==> src/hw/rtl/mrsf_pkg.sv <==
// ----------------------------------------------------------------------------
// mrsf_pkg
// Shared types and constants of the MIDI running status framer.
// ----------------------------------------------------------------------------
package mrsf_pkg;

    localparam int QDEPTH = 4;
    localparam int QAW    = $clog2(QDEPTH);

    localparam logic [7:0] BYTE_META     = 8'hFF;
    localparam logic [7:0] BYTE_SYSEX    = 8'hF0;
    localparam logic [7:0] BYTE_SYSEX_CT = 8'hF7;
    localparam logic [7:0] BYTE_STATUS   = 8'h80;
    localparam logic [7:0] BYTE_ONE_LO   = 8'hC0;
    localparam logic [7:0] BYTE_ONE_HI   = 8'hDF;
    localparam logic [7:0] BYTE_CHAN_HI  = 8'hEF;

    localparam logic [1:0] RLEN_TWO   = 2'd2;
    localparam logic [1:0] RLEN_THREE = 2'd3;

    typedef enum logic [2:0] {
        KIND_CHANNEL = 3'd0,
        KIND_RUNNING = 3'd1,
        KIND_SYSEX   = 3'd2,
        KIND_META    = 3'd3,
        KIND_SYSTEM  = 3'd4
    } kind_t;

    typedef enum logic [4:0] {
        PH_IDLE      = 5'b00001,
        PH_META_TYPE = 5'b00010,
        PH_LENGTH    = 5'b00100,
        PH_PAYLOAD   = 5'b01000,
        PH_DATA      = 5'b10000
    } phase_t;

    typedef struct packed {
        logic [7:0] out_byte;
        logic       first;
        logic       last;
        kind_t      kind;
    } result_t;

    typedef struct packed {
        logic    two;
        result_t r0;
        result_t r1;
    } slot_t;

endpackage

==> src/hw/rtl/mrsf_front.sv <==
// ----------------------------------------------------------------------------
// mrsf_front
// Accepts stream bytes, tracks framing state and builds one queue slot of one
// or two results per byte.
// ----------------------------------------------------------------------------
module mrsf_front import mrsf_pkg::*; (
    input  logic       aclk,
    input  logic       aresetn,
    input  logic       s_valid,
    output logic       s_ready,
    input  logic [7:0] s_in_byte,
    input  logic       q_full,
    output logic       push,
    output slot_t      push_slot
);

    phase_t     phase_reg, phase_next;
    logic [7:0] bytes_left_reg, bytes_left_next;
    logic [7:0] running_status_reg, running_status_next;
    logic [1:0] running_length_reg, running_length_next;
    kind_t      current_kind_reg, current_kind_next;
    logic [7:0] dec_left;
    logic [7:0] b;

    assign b       = s_in_byte;
    assign s_ready = !q_full;
    assign push    = s_valid && !q_full;
    assign dec_left = bytes_left_reg - 8'd1;

    always_comb begin
        phase_next          = phase_reg;
        bytes_left_next     = bytes_left_reg;
        running_status_next = running_status_reg;
        running_length_next = running_length_reg;
        current_kind_next   = current_kind_reg;
        push_slot           = '0;
        push_slot.r0.out_byte = b;
        push_slot.r0.kind     = current_kind_reg;
        case (phase_reg)
            PH_META_TYPE: begin
                phase_next = PH_LENGTH;
            end
            PH_LENGTH: begin
                bytes_left_next = b;
                phase_next      = (b == 8'd0) ? PH_IDLE : PH_PAYLOAD;
                push_slot.r0.last = (b == 8'd0);
            end
            PH_PAYLOAD, PH_DATA: begin
                bytes_left_next = dec_left;
                if (dec_left == 8'd0) begin
                    phase_next = PH_IDLE;
                end
                push_slot.r0.last = (dec_left == 8'd0);
            end
            default: begin
                phase_next         = PH_IDLE;
                push_slot.r0.first = 1'b1;
                if (b == BYTE_META) begin
                    current_kind_next = KIND_META;
                    phase_next        = PH_META_TYPE;
                end else if (b == BYTE_SYSEX || b == BYTE_SYSEX_CT) begin
                    current_kind_next = KIND_SYSEX;
                    phase_next        = PH_LENGTH;
                end else if (b < BYTE_STATUS) begin
                    current_kind_next      = KIND_RUNNING;
                    push_slot.two          = 1'b1;
                    push_slot.r0.out_byte  = running_status_reg;
                    push_slot.r1.out_byte  = b;
                    push_slot.r1.kind      = KIND_RUNNING;
                    push_slot.r1.last      = (running_length_reg != RLEN_THREE);
                    if (running_length_reg == RLEN_THREE) begin
                        bytes_left_next = 8'd1;
                        phase_next      = PH_DATA;
                    end
                end else if (b >= BYTE_ONE_LO && b <= BYTE_ONE_HI) begin
                    running_status_next = b;
                    running_length_next = RLEN_TWO;
                    bytes_left_next     = 8'd1;
                    current_kind_next   = KIND_CHANNEL;
                    phase_next          = PH_DATA;
                end else if (b <= BYTE_CHAN_HI) begin
                    running_status_next = b;
                    running_length_next = RLEN_THREE;
                    bytes_left_next     = 8'd2;
                    current_kind_next   = KIND_CHANNEL;
                    phase_next          = PH_DATA;
                end else begin
                    current_kind_next = KIND_SYSTEM;
                    push_slot.r0.last = 1'b1;
                end
                push_slot.r0.kind = current_kind_next;
            end
        endcase
    end

    always_ff @(posedge aclk) begin
        if (!aresetn) begin
            phase_reg          <= PH_IDLE;
            bytes_left_reg     <= '0;
            running_status_reg <= '0;
            running_length_reg <= '0;
            current_kind_reg   <= KIND_CHANNEL;
        end else if (push) begin
            phase_reg          <= phase_next;
            bytes_left_reg     <= bytes_left_next;
            running_status_reg <= running_status_next;
            running_length_reg <= running_length_next;
            current_kind_reg   <= current_kind_next;
        end
    end

endmodule

==> src/hw/rtl/mrsf_queue.sv <==
// ----------------------------------------------------------------------------
// mrsf_queue
// Short slot queue between the front and the back.
// ----------------------------------------------------------------------------
module mrsf_queue import mrsf_pkg::*; (
    input  logic  aclk,
    input  logic  aresetn,
    input  logic  push,
    input  slot_t push_slot,
    output logic  full,
    input  logic  pop,
    output logic  head_valid,
    output slot_t head_slot
);

    slot_t          mem_reg [QDEPTH];
    logic [QAW-1:0] wr_ptr_reg;
    logic [QAW-1:0] rd_ptr_reg;
    logic [QAW:0]   count_reg, count_next;

    assign full       = (count_reg == (QAW+1)'(QDEPTH));
    assign head_valid = (count_reg != '0);
    assign head_slot  = mem_reg[rd_ptr_reg];

    always_comb begin
        count_next = count_reg;
        if (push && !pop) begin
            count_next = count_reg + 1'b1;
        end else if (pop && !push) begin
            count_next = count_reg - 1'b1;
        end
    end

    always_ff @(posedge aclk) begin
        if (push) begin
            mem_reg[wr_ptr_reg] <= push_slot;
        end
    end

    always_ff @(posedge aclk) begin
        if (!aresetn) begin
            wr_ptr_reg <= '0;
            rd_ptr_reg <= '0;
            count_reg  <= '0;
        end else begin
            if (push) begin
                wr_ptr_reg <= wr_ptr_reg + 1'b1;
            end
            if (pop) begin
                rd_ptr_reg <= rd_ptr_reg + 1'b1;
            end
            count_reg <= count_next;
        end
    end

endmodule

==> src/hw/rtl/mrsf_back.sv <==
// ----------------------------------------------------------------------------
// mrsf_back
// Drains queue slots onto the result channel, one result per transaction.
// ----------------------------------------------------------------------------
module mrsf_back import mrsf_pkg::*; (
    input  logic       aclk,
    input  logic       aresetn,
    input  logic       head_valid,
    input  slot_t      head_slot,
    output logic       pop,
    output logic       m_valid,
    input  logic       m_ready,
    output logic [7:0] m_out_byte,
    output logic       m_first_of_message,
    output logic       m_last_of_message,
    output logic [2:0] m_message_kind
);

    logic    sub_reg;
    result_t cur;
    logic    xfer;

    assign cur     = sub_reg ? head_slot.r1 : head_slot.r0;
    assign m_valid = head_valid;
    assign xfer    = head_valid && m_ready;
    assign pop     = xfer && (sub_reg || !head_slot.two);

    assign m_out_byte         = cur.out_byte;
    assign m_first_of_message = cur.first;
    assign m_last_of_message  = cur.last;
    assign m_message_kind     = cur.kind;

    always_ff @(posedge aclk) begin
        if (!aresetn) begin
            sub_reg <= 1'b0;
        end else if (xfer) begin
            sub_reg <= head_slot.two && !sub_reg;
        end
    end

endmodule

==> src/hw/rtl/midi_running_status_framer.sv <==
// ----------------------------------------------------------------------------
// midi_running_status_framer
// Frames a MIDI byte stream into messages with kind and first/last flags,
// re-emitting the running status before bare data bytes.
//
// Channel   Dir  Ports                                   Transaction
// s_        in   s_valid s_ready s_in_byte               one stream byte
// m_        out  m_valid m_ready m_out_byte m_first_of_message
//                m_last_of_message m_message_kind        one framed byte
//
// One input byte per cycle while the queue is not full; its first result is offered
// on m_ once its slot, written into the queue, reaches the queue head.
// A running-status byte yields two output transactions, so the output port (one
// result per cycle while m_ready is high) sets the sustained rate for such streams.
// Synchronous active-low reset; the four-slot queue lets s_ and m_ stall
// independently; s_ready drops only when the queue is full.
// ----------------------------------------------------------------------------
module midi_running_status_framer import mrsf_pkg::*; (
    input  logic       aclk,
    input  logic       aresetn,
    input  logic       s_valid,
    output logic       s_ready,
    input  logic [7:0] s_in_byte,
    output logic       m_valid,
    input  logic       m_ready,
    output logic [7:0] m_out_byte,
    output logic       m_first_of_message,
    output logic       m_last_of_message,
    output logic [2:0] m_message_kind
);

    logic  push;
    slot_t push_slot;
    logic  q_full;
    logic  pop;
    logic  head_valid;
    slot_t head_slot;

    mrsf_front u_front (
        .aclk      (aclk),
        .aresetn   (aresetn),
        .s_valid   (s_valid),
        .s_ready   (s_ready),
        .s_in_byte (s_in_byte),
        .q_full    (q_full),
        .push      (push),
        .push_slot (push_slot)
    );

    mrsf_queue u_queue (
        .aclk       (aclk),
        .aresetn    (aresetn),
        .push       (push),
        .push_slot  (push_slot),
        .full       (q_full),
        .pop        (pop),
        .head_valid (head_valid),
        .head_slot  (head_slot)
    );

    mrsf_back u_back (
        .aclk               (aclk),
        .aresetn            (aresetn),
        .head_valid         (head_valid),
        .head_slot          (head_slot),
        .pop                (pop),
        .m_valid            (m_valid),
        .m_ready            (m_ready),
        .m_out_byte         (m_out_byte),
        .m_first_of_message (m_first_of_message),
        .m_last_of_message  (m_last_of_message),
        .m_message_kind     (m_message_kind)
    );

endmodule
==> config.mk <==
export PLATFORM = sky130hd
export DESIGN_NAME = midi_running_status_framer
export DESIGN_NICKNAME = d
export VERILOG_FILES = /design/src/hw/rtl/mrsf_pkg.sv /design/src/hw/rtl/mrsf_front.sv /design/src/hw/rtl/mrsf_queue.sv /design/src/hw/rtl/mrsf_back.sv /design/src/hw/rtl/midi_running_status_framer.sv
export SDC_FILE = /design/constraint.sdc
export NUM_CORES = 1
export LEC_CHECK = 0
export BUFFER_PORTS_ARGS = -buffer_cell sky130_fd_sc_hd__buf_4
export CAP_MARGIN = 20
export CELL_PAD_IN_SITES_DETAIL_PLACEMENT = 0
export CELL_PAD_IN_SITES_GLOBAL_PLACEMENT = 2
export CORE_ASPECT_RATIO = 0.6
export CORE_MARGIN = 4
export CORE_UTILIZATION = 49
export DETAILED_ROUTE_END_ITERATION = 6
export PLACE_DENSITY = 0.83
export SYNTH_ARGS = -nofsm -noshare
export SYNTH_HDL_FRONTEND = slang
export SYNTH_HIERARCHICAL = 1
export SYNTH_SLANG_ARGS = --single-unit
==> constraint.sdc <==
create_clock -name aclk -period 3.45 [get_ports aclk]
set_input_delay 0.1725 -clock aclk [delete_from_list [all_inputs] [get_ports aclk]]
set_output_delay 0.1725 -clock aclk [all_outputs]
set_load 0.02 [all_outputs]
* Yosys cells after proc, flatten, opt, wreduce, memory -nomap -nowiden
Memories as Yosys holds them, arrays and structs flattened. A register that Yosys moved wholly into a read port is not among the register bits.
Cells that the tools add are included.
** Storage, ports and cells
- Flip-flop bits (word level) :: 34
- Memory bits (writable) :: 104
- Input bits :: 12
- Output and inout port bits :: 15
- Logic and storage cells :: 114
- Memories :: 1
** Operators by class
- Add/sub/neg operators :: 5
- $lt $le $gt $ge :: 4
- Eq/ne operators :: 14
- Multiplexer cells :: 50
- Bitwise gates (word level) :: 5
- Reductions and logical operators :: 26
** Memories
- u_queue.mem_reg :: words 4, width 26, rd ports 1, clocked after memory_dff 1, wr ports 1, line mrsf_queue.sv:16 : slot_t mem_reg [QDEPTH];
** Operators by type and width (number)
- $mux W8 :: 11
- $mux W5 :: 7
- $mux W9 :: 3
- $eq A8 B8 Y1 const B :: 3
- $pmux W8 S3 :: 1
- $mux W3 :: 7
- $mux W4 :: 5
- $le A8 B8 Y1 const B :: 2
- $logic_not A8 Y1 :: 2
- $pmux W5 S3 :: 1
- $mux W13 :: 1
- $reduce_and A6 Y1 :: 2
- $mux W11 :: 1
- $mux W10 :: 1
- $ge A8 B8 Y1 const B :: 1
- $lt A8 B8 Y1 const B :: 1
- $mux W2 :: 4
- $sub A8 B1 Y8 const B :: 1
- $logic_and A1 B1 Y1 :: 7
- $mux W1 :: 7
- $ne A3 B3 Y1 const B :: 2
- $eq A5 B2 Y1 const B :: 1
- $eq A5 B3 Y1 const B :: 1
- $eq A5 B4 Y1 const B :: 1
- 19 further kinds :: 31

* Depth between registers and ports, before layout
- Depth in word-level cells :: 7
- Gate-level depth with buffers :: 11
- Gate-level depth less buffers :: 10

* Cells and area by module
The synthesis kept the hierarchy.
** By module, submodules not included
- mrsf_queue :: instances 1, cells an instance 184, area an instance 4390.5 um2, seq. area each 3423.3 um2
- mrsf_front :: instances 1, cells an instance 212, area an instance 1773.0 um2, seq. area each 520.5 um2
- mrsf_back :: instances 1, cells an instance 23, area an instance 277.8 um2, seq. area each 20.0 um2

* Worst setup path before layout
Ideal clock, no wire load.
- Path type :: reg-to-reg
- From :: reg with a tool-made name
- To :: reg u_queue.count_reg[2]
- Setup time :: 76 ps
- Arrival :: 2266 ps
- Required time :: 3374 ps
- Setup slack :: 1108 ps
- Stages on the path, launching flop included :: 11
- Buffers on the path :: 1
- Period minus slack after synthesis :: 2342 ps
- Cells stage by stage :: dfxtp_1 -> buf_6 -> mux4_1 -> a21oi_1 -> inv_1 -> ha_1 -> inv_1 -> fa_1 -> xor2_1 -> or3_1 -> a21boi_0
** RTL lines
- end signal, assigned :: line mrsf_queue.sv:52 : count_reg <= count_next;
- end, declared :: line mrsf_queue.sv:19 : logic [QAW:0] count_reg, count_next;

* Final worst setup path
- From :: reg u_front.phase_reg[3]
- To :: mem u_queue/mem_reg[3][6] in the netlist's numbering (data pin)
** Between the ends
- Cells in the longest elaborated chain, start to end :: 3
- Elaborated cells between the ends (all ways) :: 6
- Classes of those cells :: eq/ne: 4; mux: 1; reduce/logical: 1
** Ends and longest elaborated chain
- start, declared :: line mrsf_front.sv:17 : phase_t phase_reg, phase_next;
- start signal, assigned :: line mrsf_front.sv:104 : phase_reg <= phase_next;
- $eq A5 B2 Y1 (tied with other cells) :: line mrsf_front.sv:39 : case (phase_reg)
- $reduce_or A4 Y1 (no source line) *
- $mux W11 * :: line mrsf_front.sv:39
- end, declared :: line mrsf_queue.sv:16
Every way passes the cells marked *; elsewhere a longest branch is shown, timed or not.

==> reports/results.txt <==
Status -> finished, final reports clean
DR iter-0 viols -> 235
Critical path type -> reg2reg
Worst-path maximum fanout -> 14
Post-CTS setup buffer count -> 0
Total negative slack -> 0 ns
Gate count of the mapped netlist -> 419
Reg2reg start -> u_front/phase_reg[3]$_SDFFE_PN0P_
Synth async-reset ratio -> 0%
CTS tree -> built
Pre-CTS WS -> 0.862 ns
Final-layout fill cell count -> 991
IO buf count -> 26
Synthesis-to-layout area growth -> 12.6%
Startpoint types -> register
Setup Viol. Count Final -> 0
GRT met3 Usage -> 4.11%
Ports -> 27
Fin. Hold Viols -> 0
Die X -> 156 um
Comb power frac -> 25.0%
GRT overflow -> 0
Met2 GRT Util -> 24.3%
Die area -> 0.0151 sq mm
Worst Hold Endpoint -> u_front/running_status_reg[1]$_SDFFE_PN0P_
Worst Hold Launch -> s_in_byte[1]
Measured slew at the worst slew-check pin -> 0.871 ns
Hold WS -> 0.0356 ns
DRT Wirelength -> 12500 um
Mapped Avg Cell Area -> 15.4 sq um
Hpwl dp -> 7780 um
Pre-antenna DRT Iters -> 5
EDFF count, synth -> 108
Register area -> 0.00397 sq mm
Nets -> 468
Die height -> 96.8 um
Clock Power Share -> 33.3%
Antenna-violating nets left -> 0
Post-route setup slack -> 0.835 ns
GP Congestion -> 0.789
Pleak -> 0.00256 uW
Reg-to-reg endpoint -> u_queue/mem_reg[3][6]$_DFFE_PP_
Slew Limit Headroom -> 41.5%
Sw Ratio -> 28.0%
Netlist cell types -> 68
R2R Setup Slk -> 0.83 ns
Hold path cells -> 3
Total power -> 5310 uW
Cts hold-fix bufs -> 0
Post-CTS sizing -> 0
Total vias in the final route -> 3552
Critical Path RT -> 3.59 ns
CTS H-Tree Depth -> 4
Max Cap Viol -> 0
Int Power -> 3820 uW
Clock buffer depth -> 2
Post-synthesis sequential area ratio -> 61.5%
Starting density of the core -> 50.1%
DRC violations left -> 0
Core footprint -> 0.0129 sq mm
Sequential Power Share -> 41.6%
Mean routed wirelength per cell -> 19.9 um
CTS Buf Count -> 17
Layout cells sized above 1 -> 24.2%
Root Buffer -> clkbuf_16
Diode count -> 0
RSZ-0062 raised after global routing -> false
Worst VDD drop -> 0.291 mV
Tcrit/Tclk final -> 75.8%
Met1 Use GR -> 26.1%
Clock slew at reported path FFs -> 0.06 ns
Data arrival, critical path -> 2.75 ns
Area of the multi-input gates -> 0.00220 sq mm
P_sw -> 1490 uW
GRT busiest layer -> met1
DR vias/cell -> 5.65
Global-route wire length before repair -> 19600 um
GRT Util Overall -> 17.0%
Initial antenna violation count -> 0
Min-Delay Path Class -> in2reg
Fin crit period -> 2.62 ns
Clock sinks -> 144
Number of global-route vias before repair -> 3518
Clock Skews -> 0.0149 ns
Largest net degree at the start of global routing -> 51
Depth of the most critical reg-to-reg path -> 6
Max reg flops -> 108
Seq cells post-synth -> 144
F_max -> 382 MHz
Top FF cell, synth -> edfxtp_1
Worst skew pair latency -> 0.41 ns
Synthesized area -> 0.00644 sq mm
PD cells -> 731 mW/mm^2
CP endpoint kind -> register
Slew Limit Fails -> 0
Row Count -> 32
Syn. warnings -> 6
==> synth_stat cells (5+ instances only) <==
| cell type | n | area share (%) |
|---|---|---|
| inv_1 | 12 | 0.70 |
| mux2_2 | 5 | 0.87 |
| o21ai_1 | 5 | 0.39 |
| and2_1 | 15 | 1.5 |
| xor2_1 | 6 | 0.82 |
| or3_1 | 6 | 0.58 |
| nand2_1 | 16 | 0.93 |
| mux4_2 | 20 | 7.0 |
| buf_6 | 6 | 1.0 |
| o21ai_0 | 16 | 1.2 |
| mux2_1 | 5 | 0.87 |
| xnor2_1 | 6 | 0.82 |
| mux4_1 | 7 | 2.9 |
| mux2_4 | 9 | 2.1 |
| dfxtp_1 | 36 | 11 |
| ha_1 | 7 | 1.4 |
| buf_2 | 6 | 0.47 |
| nor2_1 | 10 | 0.58 |
| buf_4 | 9 | 1.0 |
| nand3_1 | 14 | 1.1 |
| edfxtp_1 | 108 | 50 |
| a21oi_1 | 10 | 0.78 |
==> worst max-delay path by stage <==
stage          slack, ns                              start                                end
2_1_floorplan       1.11                           register  u_queue/count_reg[2]$_SDFFE_PN0P_
3_3_place_gp        0.95  u_front/phase_reg[3]$_SDFFE_PN0P_   u_queue/mem_reg[2][10]$_DFFE_PP_
3_5_place_dp        0.86  u_queue/count_reg[0]$_SDFFE_PN0P_  u_queue/count_reg[2]$_SDFFE_PN0P_
4_1_cts             0.84  u_queue/count_reg[0]$_SDFFE_PN0P_  u_queue/count_reg[2]$_SDFFE_PN0P_
5_1_grt             0.70  u_front/phase_reg[3]$_SDFFE_PN0P_    u_queue/mem_reg[2][6]$_DFFE_PP_
6_report            0.83  u_front/phase_reg[3]$_SDFFE_PN0P_    u_queue/mem_reg[3][6]$_DFFE_PP_
==> worst max-delay path: stages, from the launching register on <==
cell and delay [ns]:
dfxtp_1 0.58, or4b_1 0.48, a31oi_1 0.15, buf_4 0.20, or2_1 0.43, inv_2 0.23
and2_1 0.26
==> cell type report <==
type	instances	area share [%]
Clock inverter	12	1.88
Sequential cell	144	54.7
Inverter	13	0.673
Tap cell	170	2.93
Timing Repair Buffer	35	3.62
Clock buffer	18	5.92
Multi-Input combinational cell	237	30.3
==> per-stage QoR <==
stage,area [sq um],cells,utilization (%)
2_1_floorplan,6450,422,-
3_3_place_gp,6690,599,52.0
5_1_grt,7250,629,56.4
3_5_place_dp,6690,599,52.0
6_report,7250,629,56.4
4_1_cts,7250,629,56.4
==> power groups by stage <==
stage	registers (uW)	logic, uW	clock network (uW)
CTS	2210	1350	1800
floorplan	2210	1060	0
global route	2230	1430	1890
global placement	2230	1330	0
finish	2210	1330	1770
detailed placement	2240	1340	0
==> per-layer routing <==
layer,vias to the layer above,share of wire [%]
li1,1676,-
met1,1791,50
met2,76,44
met3,9,5.0
met4,0,0.72
met5,-,0
==> cells in the final DEF (no fill, tap or decap), types with 5 or more instances in the layout <==
cell type,count
edfxtp_1,108
buf_4,35
dfxtp_1,35
mux4_2,20
clkbuf_16,17
nand2_1,16
o21ai_0,16
and2_1,15
nand3_1,14
inv_1,12
a21oi_1,10
nor2_1,10
mux2_4,9
ha_1,7
mux4_1,7
or3_1,6
xnor2_1,6
xor2_1,6
mux2_2,5
mux2_1,5
o21ai_1,5
==> cell families after synthesis <==
group                    share of synthesized area, %
AND/OR/NAND/NOR                                  9.07
multiplexers                                     14.2
XOR/XNOR                                         1.63
flip-flops                                       61.5
other                                          0.0582
AO/OA/AOI/OAI                                    7.38
adder cells (fa/ha/maj)                          1.67
buffers and inverters                            4.49
Note: power is estimated with default switching activity, not from simulation.
